**config.mk**
```make
export PLATFORM = sky130hd
export DESIGN_NAME = bouncing_ball_trajectory_unit
export DESIGN_NICKNAME = d
export VERILOG_FILES = /design/src/design/bbt_pkg.sv /design/src/design/bbt_mul.sv /design/src/design/bbt_sqrt.sv /design/src/design/bouncing_ball_trajectory_unit.sv
export SDC_FILE = /design/constraint.sdc
export NUM_CORES = 2
export LEC_CHECK = 0
export BUFFER_PORTS_ARGS = -buffer_cell sky130_fd_sc_hd__buf_2
export CAP_MARGIN = 5
export CORE_ASPECT_RATIO = 0.7
export CORE_MARGIN = 8
export CORE_UTILIZATION = 40
export CTS_CLUSTER_DIAMETER = 150
export CTS_CLUSTER_SIZE = 16
export DETAILED_ROUTE_END_ITERATION = 10
export PLACE_DENSITY_LB_ADDON = 0.08
export SLEW_MARGIN = 40
export SYNTH_ARGS = -nofsm -noshare
export SYNTH_HDL_FRONTEND = slang
export SYNTH_HIERARCHICAL = 1
export SYNTH_SLANG_ARGS = --single-unit
```
**constraint.sdc**
```tcl
create_clock -name clk -period 11.66 [get_ports clk]
set_clock_uncertainty 0.2 [all_clocks]
set_input_delay 1.166 -clock clk [delete_from_list [all_inputs] [get_ports clk]]
set_output_delay 1.166 -clock clk [all_outputs]
set_load 0.05 [all_outputs]
```
**src/design/bbt_pkg.sv**
```systemverilog
`timescale 1ns / 1ps
// Shared widths, codes, reset values and saturation helpers of the trajectory unit.
package bbt_pkg;

  localparam int PosW   = 15;
  localparam int SpdW   = 19;
  localparam int TimeW  = 26;
  localparam int CfgW   = 17;
  localparam int IdxW   = 3;
  localparam int MulAW  = 38;
  localparam int MulBW  = 26;
  localparam int MulPW  = 56;
  localparam int RadW   = 38;
  localparam int RootW  = 19;
  localparam int RemW   = 21;
  localparam int RootCntW = 5;

  localparam logic [IdxW-1:0] REG_GRAVITY     = 3'd0;
  localparam logic [IdxW-1:0] REG_RESTITUTION = 3'd1;
  localparam logic [IdxW-1:0] REG_TIME_STEP   = 3'd2;
  localparam logic [IdxW-1:0] REG_TIME_LIMIT  = 3'd3;
  localparam logic [IdxW-1:0] REG_LEFT_WALL   = 3'd4;
  localparam logic [IdxW-1:0] REG_RIGHT_WALL  = 3'd5;
  localparam logic [IdxW-1:0] REG_FLOOR_LEVEL = 3'd6;

  localparam logic OP_START = 1'b0;
  localparam logic OP_TICK  = 1'b1;

  localparam logic [1:0] SIDE_NONE  = 2'd0;
  localparam logic [1:0] SIDE_LEFT  = 2'd1;
  localparam logic [1:0] SIDE_FLOOR = 2'd2;
  localparam logic [1:0] SIDE_RIGHT = 2'd3;

  localparam logic [15:0] GRAVITY_RST     = 16'd11133;
  localparam logic [16:0] RESTITUTION_RST = 17'd65536;
  localparam logic [15:0] TIME_STEP_RST   = 16'd3932;
  localparam logic [9:0]  TIME_LIMIT_RST  = 10'd1000;
  localparam logic [9:0]  LEFT_WALL_RST   = 10'd196;
  localparam logic [9:0]  RIGHT_WALL_RST  = 10'd584;
  localparam logic [9:0]  FLOOR_LEVEL_RST = 10'd553;

  function automatic logic signed [PosW-1:0] sat_pos(input logic signed [39:0] v);
    if (v > 40'sd16383) begin
      return 15'sh3FFF;
    end else if (v < -40'sd16384) begin
      return 15'sh4000;
    end
    return $signed(v[PosW-1:0]);
  endfunction

  function automatic logic signed [SpdW-1:0] sat_spd(input logic signed [39:0] v);
    if (v > 40'sd262143) begin
      return 19'sh3FFFF;
    end else if (v < -40'sd262144) begin
      return 19'sh40000;
    end
    return $signed(v[SpdW-1:0]);
  endfunction

endpackage

```
**src/design/bbt_mul.sv**
```systemverilog
`timescale 1ns / 1ps
// Bit-serial shift-add multiplier, one multiplier bit per cycle, early finish.
module bbt_mul (
  input  logic                      clk,
  input  logic                      rst,
  input  logic                      start,
  input  logic [bbt_pkg::MulAW-1:0] a,
  input  logic [bbt_pkg::MulBW-1:0] b,
  output logic                      busy,
  output logic                      done,
  output logic [bbt_pkg::MulPW-1:0] prod
);

  logic [bbt_pkg::MulPW-1:0] areg;
  logic [bbt_pkg::MulBW-1:0] breg;

  assign done = busy && (breg == '0);

  always_ff @(posedge clk) begin
    if (rst) begin
      busy <= 1'b0;
    end else if (start) begin
      busy <= 1'b1;
      areg <= bbt_pkg::MulPW'(a);
      breg <= b;
      prod <= '0;
    end else if (busy) begin
      if (breg == '0) begin
        busy <= 1'b0;
      end else begin
        if (breg[0]) begin
          prod <= prod + areg;
        end
        areg <= {areg[bbt_pkg::MulPW-2:0], 1'b0};
        breg <= {1'b0, breg[bbt_pkg::MulBW-1:1]};
      end
    end
  end

  a_done_drops: assert property (@(posedge clk) disable iff (rst) done && !start |=> !busy)
    else $error("multiplier stays busy after finishing");

endmodule

```
**src/design/bbt_sqrt.sv**
```systemverilog
`timescale 1ns / 1ps
// Digit-serial floor square root, two radicand bits and one root bit per cycle.
module bbt_sqrt (
  input  logic                       clk,
  input  logic                       rst,
  input  logic                       start,
  input  logic [bbt_pkg::RadW-1:0]   rad,
  output logic                       busy,
  output logic                       done,
  output logic [bbt_pkg::RootW-1:0]  root
);

  logic [bbt_pkg::RadW-1:0]     radreg;
  logic [bbt_pkg::RemW-1:0]     rem;
  logic [bbt_pkg::RootCntW-1:0] cnt;
  logic [bbt_pkg::RemW+1:0]     rem_sh;
  logic [bbt_pkg::RemW+1:0]     trial;

  assign rem_sh = {rem, radreg[bbt_pkg::RadW-1 -: 2]};
  assign trial  = (bbt_pkg::RemW+2)'({root, 2'b01});
  assign done   = busy && (cnt == '0);

  always_ff @(posedge clk) begin
    if (rst) begin
      busy <= 1'b0;
    end else if (start) begin
      busy   <= 1'b1;
      radreg <= rad;
      rem    <= '0;
      root   <= '0;
      cnt    <= bbt_pkg::RootCntW'(bbt_pkg::RootW);
    end else if (busy) begin
      if (cnt == '0) begin
        busy <= 1'b0;
      end else begin
        radreg <= {radreg[bbt_pkg::RadW-3:0], 2'b00};
        cnt    <= cnt - 1'b1;
        if (rem_sh >= trial) begin
          rem  <= bbt_pkg::RemW'(rem_sh - trial);
          root <= {root[bbt_pkg::RootW-2:0], 1'b1};
        end else begin
          rem  <= bbt_pkg::RemW'(rem_sh);
          root <= {root[bbt_pkg::RootW-2:0], 1'b0};
        end
      end
    end
  end

  a_root_done: assert property (@(posedge clk) disable iff (rst) done && !start |=> !busy)
    else $error("square root stays busy after finishing");

endmodule

```
**src/design/bouncing_ball_trajectory_unit.sv**
```systemverilog
`timescale 1ns / 1ps
// Top level of the bouncing ball trajectory unit: sequencer, state and handshakes.
//
//   channel  | handshake            | payload
//   ---------+----------------------+------------------------------------------
//   input    | in_valid / in_ready  | op, start_x, start_y, start_speed
//   output   | out_valid/ out_ready | pos_x, pos_y, bounce_side, moving
//   config   | cfg_write            | cfg_index, cfg_data
//
// A start word, or a tick before any start, goes straight to the output register; a
// tick past the limit first updates the time. Any other tick runs four products on the
// bit-serial multiplier, a wall bounce adds two more, and a floor bounce adds three
// more and the square root.
// Synchronous reset clears state and restores the register defaults.
// A new word is taken as soon as the sequencer is idle; a result waiting in the
// output register holds only the final transfer of the next word.
module bouncing_ball_trajectory_unit (
  input  logic                             clk,
  input  logic                             rst,
  input  logic                             in_valid,
  output logic                             in_ready,
  input  logic                             op,
  input  logic signed [bbt_pkg::PosW-1:0]  start_x,
  input  logic signed [bbt_pkg::PosW-1:0]  start_y,
  input  logic signed [bbt_pkg::SpdW-1:0]  start_speed,
  output logic                             out_valid,
  input  logic                             out_ready,
  output logic signed [bbt_pkg::PosW-1:0]  pos_x,
  output logic signed [bbt_pkg::PosW-1:0]  pos_y,
  output logic [1:0]                       bounce_side,
  output logic                             moving,
  input  logic                             cfg_write,
  input  logic [bbt_pkg::IdxW-1:0]         cfg_index,
  input  logic [bbt_pkg::CfgW-1:0]         cfg_data
);

  typedef enum logic [3:0] {
    S_IDLE, S_TIME, S_TT, S_GT, S_VX, S_VY, S_POS, S_WX, S_WY,
    S_FSQ, S_FG, S_FRT, S_FRS, S_OUT
  } state_t;

  state_t state;

  logic [15:0] gravity;
  logic [16:0] restitution;
  logic [15:0] time_step;
  logic [9:0]  time_limit;
  logic [9:0]  left_wall;
  logic [9:0]  right_wall;
  logic [9:0]  floor_level;

  logic signed [bbt_pkg::PosW-1:0] x0, y0, cur_x, cur_y;
  logic signed [bbt_pkg::SpdW-1:0] vx, vy;
  logic [bbt_pkg::TimeW-1:0]       et, t;
  logic                            running;
  logic [36:0]                     tsq, gt, sq;
  logic signed [30:0]              ya;
  logic [15:0]                     dmag2;
  logic                            dneg;
  logic [bbt_pkg::RadW-1:0]        rad;
  logic [bbt_pkg::RootW-1:0]       m;
  logic                            issued;
  logic [1:0]                      side;
  logic                            mov;

  logic                            mul_start, mul_busy, mul_done;
  logic [bbt_pkg::MulAW-1:0]       mul_a;
  logic [bbt_pkg::MulBW-1:0]       mul_b;
  logic [bbt_pkg::MulPW-1:0]       mul_prod;
  logic                            sqrt_start, sqrt_busy, sqrt_done;
  logic [bbt_pkg::RootW-1:0]       sqrt_root;

  logic [bbt_pkg::MulPW-1:0]       rnd16, rnd17;
  logic [18:0]                     vx_mag, vy_mag;
  logic [26:0]                     t_sum;
  logic [bbt_pkg::TimeW-1:0]       t_new;
  logic signed [30:0]              px_s, x_sum, y_part;
  logic signed [39:0]              y_full;
  logic signed [bbt_pkg::PosW-1:0] x_sat, y_sat;
  logic signed [bbt_pkg::PosW-1:0] rw, lw, fl;
  logic signed [16:0]              d_w;
  logic [16:0]                     d_mag;
  logic signed [39:0]              wall_vx, wall_vy, floor_vy;
  logic [bbt_pkg::RadW-1:0]        rad_w;
  logic                            out_free;

  assign in_ready = (state == S_IDLE);
  assign out_free = !out_valid || out_ready;

  assign rnd16  = (mul_prod + bbt_pkg::MulPW'(32'h8000)) >> 16;
  assign rnd17  = (mul_prod + bbt_pkg::MulPW'(32'h10000)) >> 17;
  assign vx_mag = vx[bbt_pkg::SpdW-1] ? 19'(~vx + 19'sd1) : 19'(vx);
  assign vy_mag = vy[bbt_pkg::SpdW-1] ? 19'(~vy + 19'sd1) : 19'(vy);
  assign t_sum  = 27'(et) + 27'(time_step);
  assign t_new  = t_sum[26] ? '1 : t_sum[25:0];

  assign px_s   = $signed({2'b00, rnd16[28:0]});
  assign x_sum  = 31'(x0) + (vx[bbt_pkg::SpdW-1] ? -px_s : px_s);
  assign y_part = 31'(y0) + (vy[bbt_pkg::SpdW-1] ? -px_s : px_s);
  assign x_sat  = bbt_pkg::sat_pos(40'(x_sum));
  assign y_full = 40'(ya) + $signed({3'b000, gt});
  assign y_sat  = bbt_pkg::sat_pos(y_full);

  assign rw = $signed({1'b0, right_wall, 4'b0000});
  assign lw = $signed({1'b0, left_wall, 4'b0000});
  assign fl = $signed({1'b0, floor_level, 4'b0000});

  assign d_w   = 17'(fl) - 17'(y0);
  assign d_mag = d_w[16] ? 17'(-d_w) : 17'(d_w);

  assign wall_vx  = vx[bbt_pkg::SpdW-1] ? $signed({21'd0, rnd16[18:0]})
                                        : -$signed({21'd0, rnd16[18:0]});
  assign wall_vy  = 40'(vy) + $signed({13'd0, rnd16[26:0]});
  assign floor_vy = -$signed({20'd0, rnd16[19:0]});

  always_comb begin
    if (dneg) begin
      rad_w = ({1'b0, sq} >= bbt_pkg::RadW'(mul_prod[31:0]))
              ? ({1'b0, sq} - bbt_pkg::RadW'(mul_prod[31:0])) : '0;
    end else begin
      rad_w = {1'b0, sq} + bbt_pkg::RadW'(mul_prod[31:0]);
    end
  end

  always_comb begin
    mul_a = '0;
    mul_b = '0;
    unique case (state)
      S_TT:    begin mul_a = bbt_pkg::MulAW'(t);           mul_b = t;                         end
      S_GT:    begin mul_a = bbt_pkg::MulAW'(tsq);         mul_b = bbt_pkg::MulBW'(gravity);  end
      S_VX:    begin mul_a = bbt_pkg::MulAW'(t);           mul_b = bbt_pkg::MulBW'(vx_mag);   end
      S_VY:    begin mul_a = bbt_pkg::MulAW'(t);           mul_b = bbt_pkg::MulBW'(vy_mag);   end
      S_WX:    begin mul_a = bbt_pkg::MulAW'(restitution); mul_b = bbt_pkg::MulBW'(vx_mag);   end
      S_WY:    begin mul_a = bbt_pkg::MulAW'(t);           mul_b = bbt_pkg::MulBW'(gravity);  end
      S_FSQ:   begin mul_a = bbt_pkg::MulAW'(vy_mag);      mul_b = bbt_pkg::MulBW'(vy_mag);   end
      S_FG:    begin mul_a = bbt_pkg::MulAW'(dmag2);       mul_b = bbt_pkg::MulBW'(gravity);  end
      S_FRS:   begin mul_a = bbt_pkg::MulAW'(restitution); mul_b = bbt_pkg::MulBW'(m);        end
      default: begin mul_a = '0;                           mul_b = '0;                        end
    endcase
  end

  always_comb begin
    case (state) inside
      S_TT, S_GT, S_VX, S_VY, S_WX, S_WY, S_FSQ, S_FG, S_FRS: mul_start = !issued;
      default: mul_start = 1'b0;
    endcase
  end

  assign sqrt_start = (state == S_FRT) && !issued;

  bbt_mul u_mul (
    .clk   (clk),
    .rst   (rst),
    .start (mul_start),
    .a     (mul_a),
    .b     (mul_b),
    .busy  (mul_busy),
    .done  (mul_done),
    .prod  (mul_prod)
  );

  bbt_sqrt u_sqrt (
    .clk   (clk),
    .rst   (rst),
    .start (sqrt_start),
    .rad   (rad),
    .busy  (sqrt_busy),
    .done  (sqrt_done),
    .root  (sqrt_root)
  );

  always_ff @(posedge clk) begin
    if (rst) begin
      gravity     <= bbt_pkg::GRAVITY_RST;
      restitution <= bbt_pkg::RESTITUTION_RST;
      time_step   <= bbt_pkg::TIME_STEP_RST;
      time_limit  <= bbt_pkg::TIME_LIMIT_RST;
      left_wall   <= bbt_pkg::LEFT_WALL_RST;
      right_wall  <= bbt_pkg::RIGHT_WALL_RST;
      floor_level <= bbt_pkg::FLOOR_LEVEL_RST;
    end else if (cfg_write) begin
      unique case (cfg_index)
        bbt_pkg::REG_GRAVITY:     gravity     <= cfg_data[15:0];
        bbt_pkg::REG_RESTITUTION: restitution <= cfg_data;
        bbt_pkg::REG_TIME_STEP:   time_step   <= cfg_data[15:0];
        bbt_pkg::REG_TIME_LIMIT:  time_limit  <= cfg_data[9:0];
        bbt_pkg::REG_LEFT_WALL:   left_wall   <= cfg_data[9:0];
        bbt_pkg::REG_RIGHT_WALL:  right_wall  <= cfg_data[9:0];
        bbt_pkg::REG_FLOOR_LEVEL: floor_level <= cfg_data[9:0];
        default: ;
      endcase
    end
  end

  always_ff @(posedge clk) begin
    if (rst) begin
      state     <= S_IDLE;
      out_valid <= 1'b0;
      issued    <= 1'b0;
      running   <= 1'b0;
      x0        <= '0;
      y0        <= '0;
      vx        <= '0;
      vy        <= '0;
      et        <= '0;
      cur_x     <= '0;
      cur_y     <= '0;
    end else begin
      if (out_valid && out_ready && state != S_OUT) begin
        out_valid <= 1'b0;
      end
      unique case (state)
        S_IDLE: begin
          if (in_valid) begin
            if (op == bbt_pkg::OP_START) begin
              x0      <= start_x;
              y0      <= start_y;
              vx      <= start_speed;
              vy      <= '0;
              et      <= '0;
              running <= 1'b1;
              cur_x   <= start_x;
              cur_y   <= start_y;
              side    <= bbt_pkg::SIDE_NONE;
              mov     <= 1'b1;
              state   <= S_OUT;
            end else if (running) begin
              state <= S_TIME;
            end else begin
              side  <= bbt_pkg::SIDE_NONE;
              mov   <= 1'b0;
              state <= S_OUT;
            end
          end
        end
        S_TIME: begin
          et   <= t_new;
          t    <= t_new;
          side <= bbt_pkg::SIDE_NONE;
          if (t_new <= {time_limit, 16'h0000}) begin
            mov   <= 1'b1;
            state <= S_TT;
          end else begin
            mov   <= 1'b0;
            state <= S_OUT;
          end
        end
        S_TT, S_GT, S_VX, S_VY, S_WX, S_WY, S_FSQ, S_FG, S_FRS: begin
          if (!issued) begin
            issued <= 1'b1;
          end else if (mul_done) begin
            issued <= 1'b0;
            unique case (state)
              S_TT:  begin tsq <= rnd16[36:0]; state <= S_GT; end
              S_GT:  begin gt <= rnd17[36:0]; state <= S_VX; end
              S_VX:  begin cur_x <= x_sat; state <= S_VY; end
              S_VY:  begin ya <= y_part; state <= S_POS; end
              S_WX:  begin vx <= bbt_pkg::sat_spd(wall_vx); state <= S_WY; end
              S_WY:  begin vy <= bbt_pkg::sat_spd(wall_vy); state <= S_OUT; end
              S_FSQ: begin sq <= mul_prod[36:0]; state <= S_FG; end
              S_FG:  begin rad <= rad_w; state <= S_FRT; end
              S_FRS: begin vy <= bbt_pkg::sat_spd(floor_vy); state <= S_OUT; end
              default: state <= S_IDLE;
            endcase
          end
        end
        S_POS: begin
          if (cur_x > rw || cur_x < lw) begin
            cur_y <= y_sat;
            side  <= (cur_x > rw) ? bbt_pkg::SIDE_RIGHT : bbt_pkg::SIDE_LEFT;
            cur_x <= (cur_x > rw) ? rw : lw;
            x0    <= (cur_x > rw) ? rw : lw;
            y0    <= y_sat;
            et    <= '0;
            state <= S_WX;
          end else if (y_sat > fl) begin
            side  <= bbt_pkg::SIDE_FLOOR;
            cur_y <= fl;
            dneg  <= d_w[16];
            dmag2 <= {d_mag[14:0], 1'b0};
            x0    <= cur_x;
            y0    <= fl;
            et    <= '0;
            state <= S_FSQ;
          end else begin
            cur_y <= y_sat;
            state <= S_OUT;
          end
        end
        S_FRT: begin
          if (!issued) begin
            issued <= 1'b1;
          end else if (sqrt_done) begin
            issued <= 1'b0;
            m      <= sqrt_root;
            state  <= S_FRS;
          end
        end
        S_OUT: begin
          if (out_free) begin
            out_valid   <= 1'b1;
            pos_x       <= cur_x;
            pos_y       <= cur_y;
            bounce_side <= side;
            moving      <= mov;
            state       <= S_IDLE;
          end
        end
        default: state <= S_IDLE;
      endcase
    end
  end

  a_mul_free: assert property (@(posedge clk) disable iff (rst) mul_start |-> !mul_busy)
    else $error("multiply issued while the multiplier is busy");

  a_sqrt_free: assert property (@(posedge clk) disable iff (rst) sqrt_start |-> !sqrt_busy)
    else $error("square root issued while busy");

  a_out_quiet: assert property (@(posedge clk) disable iff (rst)
    state == S_OUT |-> !mul_busy && !sqrt_busy)
    else $error("result published while arithmetic still runs");

  a_side_moving: assert property (@(posedge clk) disable iff (rst)
    out_valid && bounce_side != bbt_pkg::SIDE_NONE |-> moving)
    else $error("bounce reported on a stopped ball");

endmodule
```
==> metrics.cfg <==
[sta]
final-setup-viol-count=0
slew_headroom=0.336
tns_ns=0
rsz0062_at_grt=no
worstMarginPinSlew_ns=0.983
holdWs_ns=0.234
hold_viol=0
fin_crit_ns=8.60
fmax_ghz=0.116
report.final.slew_viol_count=0
post-route-period-util=0.738

[drt]
viasPerCell=5.95
route.detailed.drc=0
routed_wl_um=174000
routedWlPerCell_um=24.5
ant_nets=0
vias=42200
first_iter_violations=4901
firstDrtPassIters=6

[global_routing]
grt.overflow.total=0
grt_pass1_vias=39100
grt_pass1_wl_um=258000
grt_max_degree=68
antenna_found_initial=12
track_usage=0.246

[floorplan]
core_um2=123000
die-area_um2=136000
dieWidth_um=437
die_y_um=310
row_count=108
ios=110
start_util=0.401

[critical_path]
path_delay_family=simple AND/OR/NAND/NOR gates
path_depth=26
start_kind=flip-flop
r2r_start=u_mul/prod[15]$_SDFFCE_PP0P_
endpoint_kind=flip-flop
worstReg2RegEnd=cur_x[13]$_SDFFE_PP0P_
crit_start=u_mul/prod[15]$_SDFFCE_PP0P_
slowest_delay_ns=0.80
cp.required_ns=12.09
path_class=flip-flop to flip-flop
worst-path-buf-inv=1
r2r_cells=26
crit_end=cur_x[13]$_SDFFE_PP0P_
slowest_stage=or4_1
path_max_fanout=18
arrival_ns=9.03
regToRegSetupSlack_ns=3.06

[clocking]
cts_setup_buffers=0
tritoncts=done
cts.path.max_buffers=3
clk_latency_ns=0.70
clk_pin_slew_ns=0.08
cts_resized=0
h-tree-depth=2
numCtsBuffers=50
cts-root-buf=clkbuf_16
cts_hold_buf=0
cts.sinks=716

[run_status]
status=complete, no violations

[cells_and_area]
layout-drive-gt1-share=0.0922
area_delta_synth_final_pct=7.90
stdcell_count=7096
final_area_um2=53400
fillers=12200
final_nets=5826

[power_and_ir_drop]
peakVddDrop_mv=0.146
p_per_area_nw_per_um2=244
p_leak_nw=20.1

[placement]
postPlaceCellArea_um2=51900
gp_congestion=0.941
hpwl_um=134000
placedCellCount=7001
io_buffers=109

[synthesis]
synth.avg_cell_area_um2=9.12
ys_warn_count=6
syn_nets=5853
synth_cells=5432
netlist_area_um2=49500

[flow_run]
maxCapViolations=0

[min_path]
hp-class=flip-flop to flip-flop

-- final cells by class --
class / count / area (um^2) / area share
timing repair buffer: 181 / 1160 / 0.0216
clock buffer: 90 / 1440 / 0.0270
inverter: 241 / 905 / 0.0169
clock inverter: 2 / 50.0 / 0.000936
multi-input combinational: 4215 / 28500 / 0.534
tap: 1650 / 2060 / 0.0386
antenna: 1 / 2.50 / 0.0000468
sequential: 716 / 19300 / 0.361
-- worst min-delay path by stage --
stage | slack (ns) | cells past startpoint | to | startpoint
finish | 0.23 | 0 | bounce_side[0]$_DFFE_PP_ | side[0]$_SDFFCE_PN0P_
global route | 0.24 | 0 | pos_y[2]$_DFFE_PP_ | cur_y[2]$_SDFFE_PP0P_
CTS | 0.24 | 0 | pos_y[2]$_DFFE_PP_ | cur_y[2]$_SDFFE_PP0P_
detailed placement | 0.21 | 0 | bounce_side[1]$_DFFE_PP_ | side[1]$_SDFFCE_PN0P_
global placement | 0.22 | 0 | pos_y[11]$_DFFE_PP_ | cur_y[11]$_SDFFE_PP0P_
floorplan | 0.20 | 0 | bounce_side[0]$_DFFE_PP_ | side[0]$_SDFFCE_PN0P_
-- state kept, by name (all words and copies together), names as in the netlist, 31 cells and up --
register,count
rad,38
u_sqrt/radreg,38
ya,31
tsq,37
gt,37
u_mul/prod,54
sq,37
u_mul/areg,54
-- worst register-to-register path: stages (launching register included) --
cell	delay, ns
edfxtp_1	0.71
ha_1	0.40
and3_1	0.23
xnor2_1	0.32
clkinv_1	0.41
nor3_2	0.38
o2111ai_1	0.46
or4_1	0.80
nor2_1	0.24
nand2_1	0.21
nor2_1	0.26
nand2_1	0.14
or3_1	0.42
nand2_1	0.10
xnor2_1	0.12
ha_1	0.31
a21oi_1	0.25
xor2_1	0.13
nor4_1	0.50
o2111ai_1	0.19
nor4_1	0.24
nand4_1	0.13
nor2_1	0.10
a41oi_1	0.39
nor2_2	0.59
a31oi_1	0.17
a21oi_1	0.17
-- stage by stage --
stage	util	total power, mW	setup slack [ns]
final	0.433	13.1	3.06
after global routing	0.433	13.9	2.41
after CTS	0.433	13.0	3.02
after detailed placement	0.421	11.1	3.05
after global placement	0.419	11.1	3.34
after floorplan	-	8.93	3.76
-- where the power goes --
| part | total [mW] | internal, mW | switching [mW] |
|---|---|---|---|
| Combinational | 7.23 | 2.64 | 4.59 |
| Clock | 1.82 | 0.844 | 0.976 |
| Sequential | 4.01 | 3.46 | 0.548 |
| Total | 13.1 | 6.94 | 6.11 |
-- layout by cell type, fill, tap and decap left out, types with 26 or more instances in the layout --
master and instances:
or3_1 31, xor2_1 118, nor3_1 99, mux2_2 107, o211ai_1 70, inv_1 234
buf_4 66, nand2b_1 66, o21ai_0 296, and2_1 32, buf_2 108, nand2_1 602
xnor2_1 259, dfxtp_1 217, clkbuf_16 52, nand4_1 67, o21bai_1 56, a21oi_1 461
a21o_1 101, a222oi_1 33, ha_1 338, or2_2 36, and3_1 56, o31ai_1 35
mux2i_1 26, nor4_1 52, a211oi_1 41, nor2_1 404, o21a_1 62, nor2b_1 60
clkbuf_1 38, edfxtp_1 494, nand3_1 148, a22o_1 31, a31oi_1 54
-- metal layers --
layer / wire [um] / global-route usage / up-vias / part of all wire
li1: - / - / 20000 / -
met1: 85200 / 0.378 / 20500 / 0.49
met2: 70000 / 0.354 / 1488 / 0.40
met3: 13900 / 0.0436 / 184 / 0.080
met4: 4380 / 0.0574 / 8 / 0.025
met5: 85 / 0 / - / 0.00049
No activity file was read; power rests on OpenSTA's default activity.
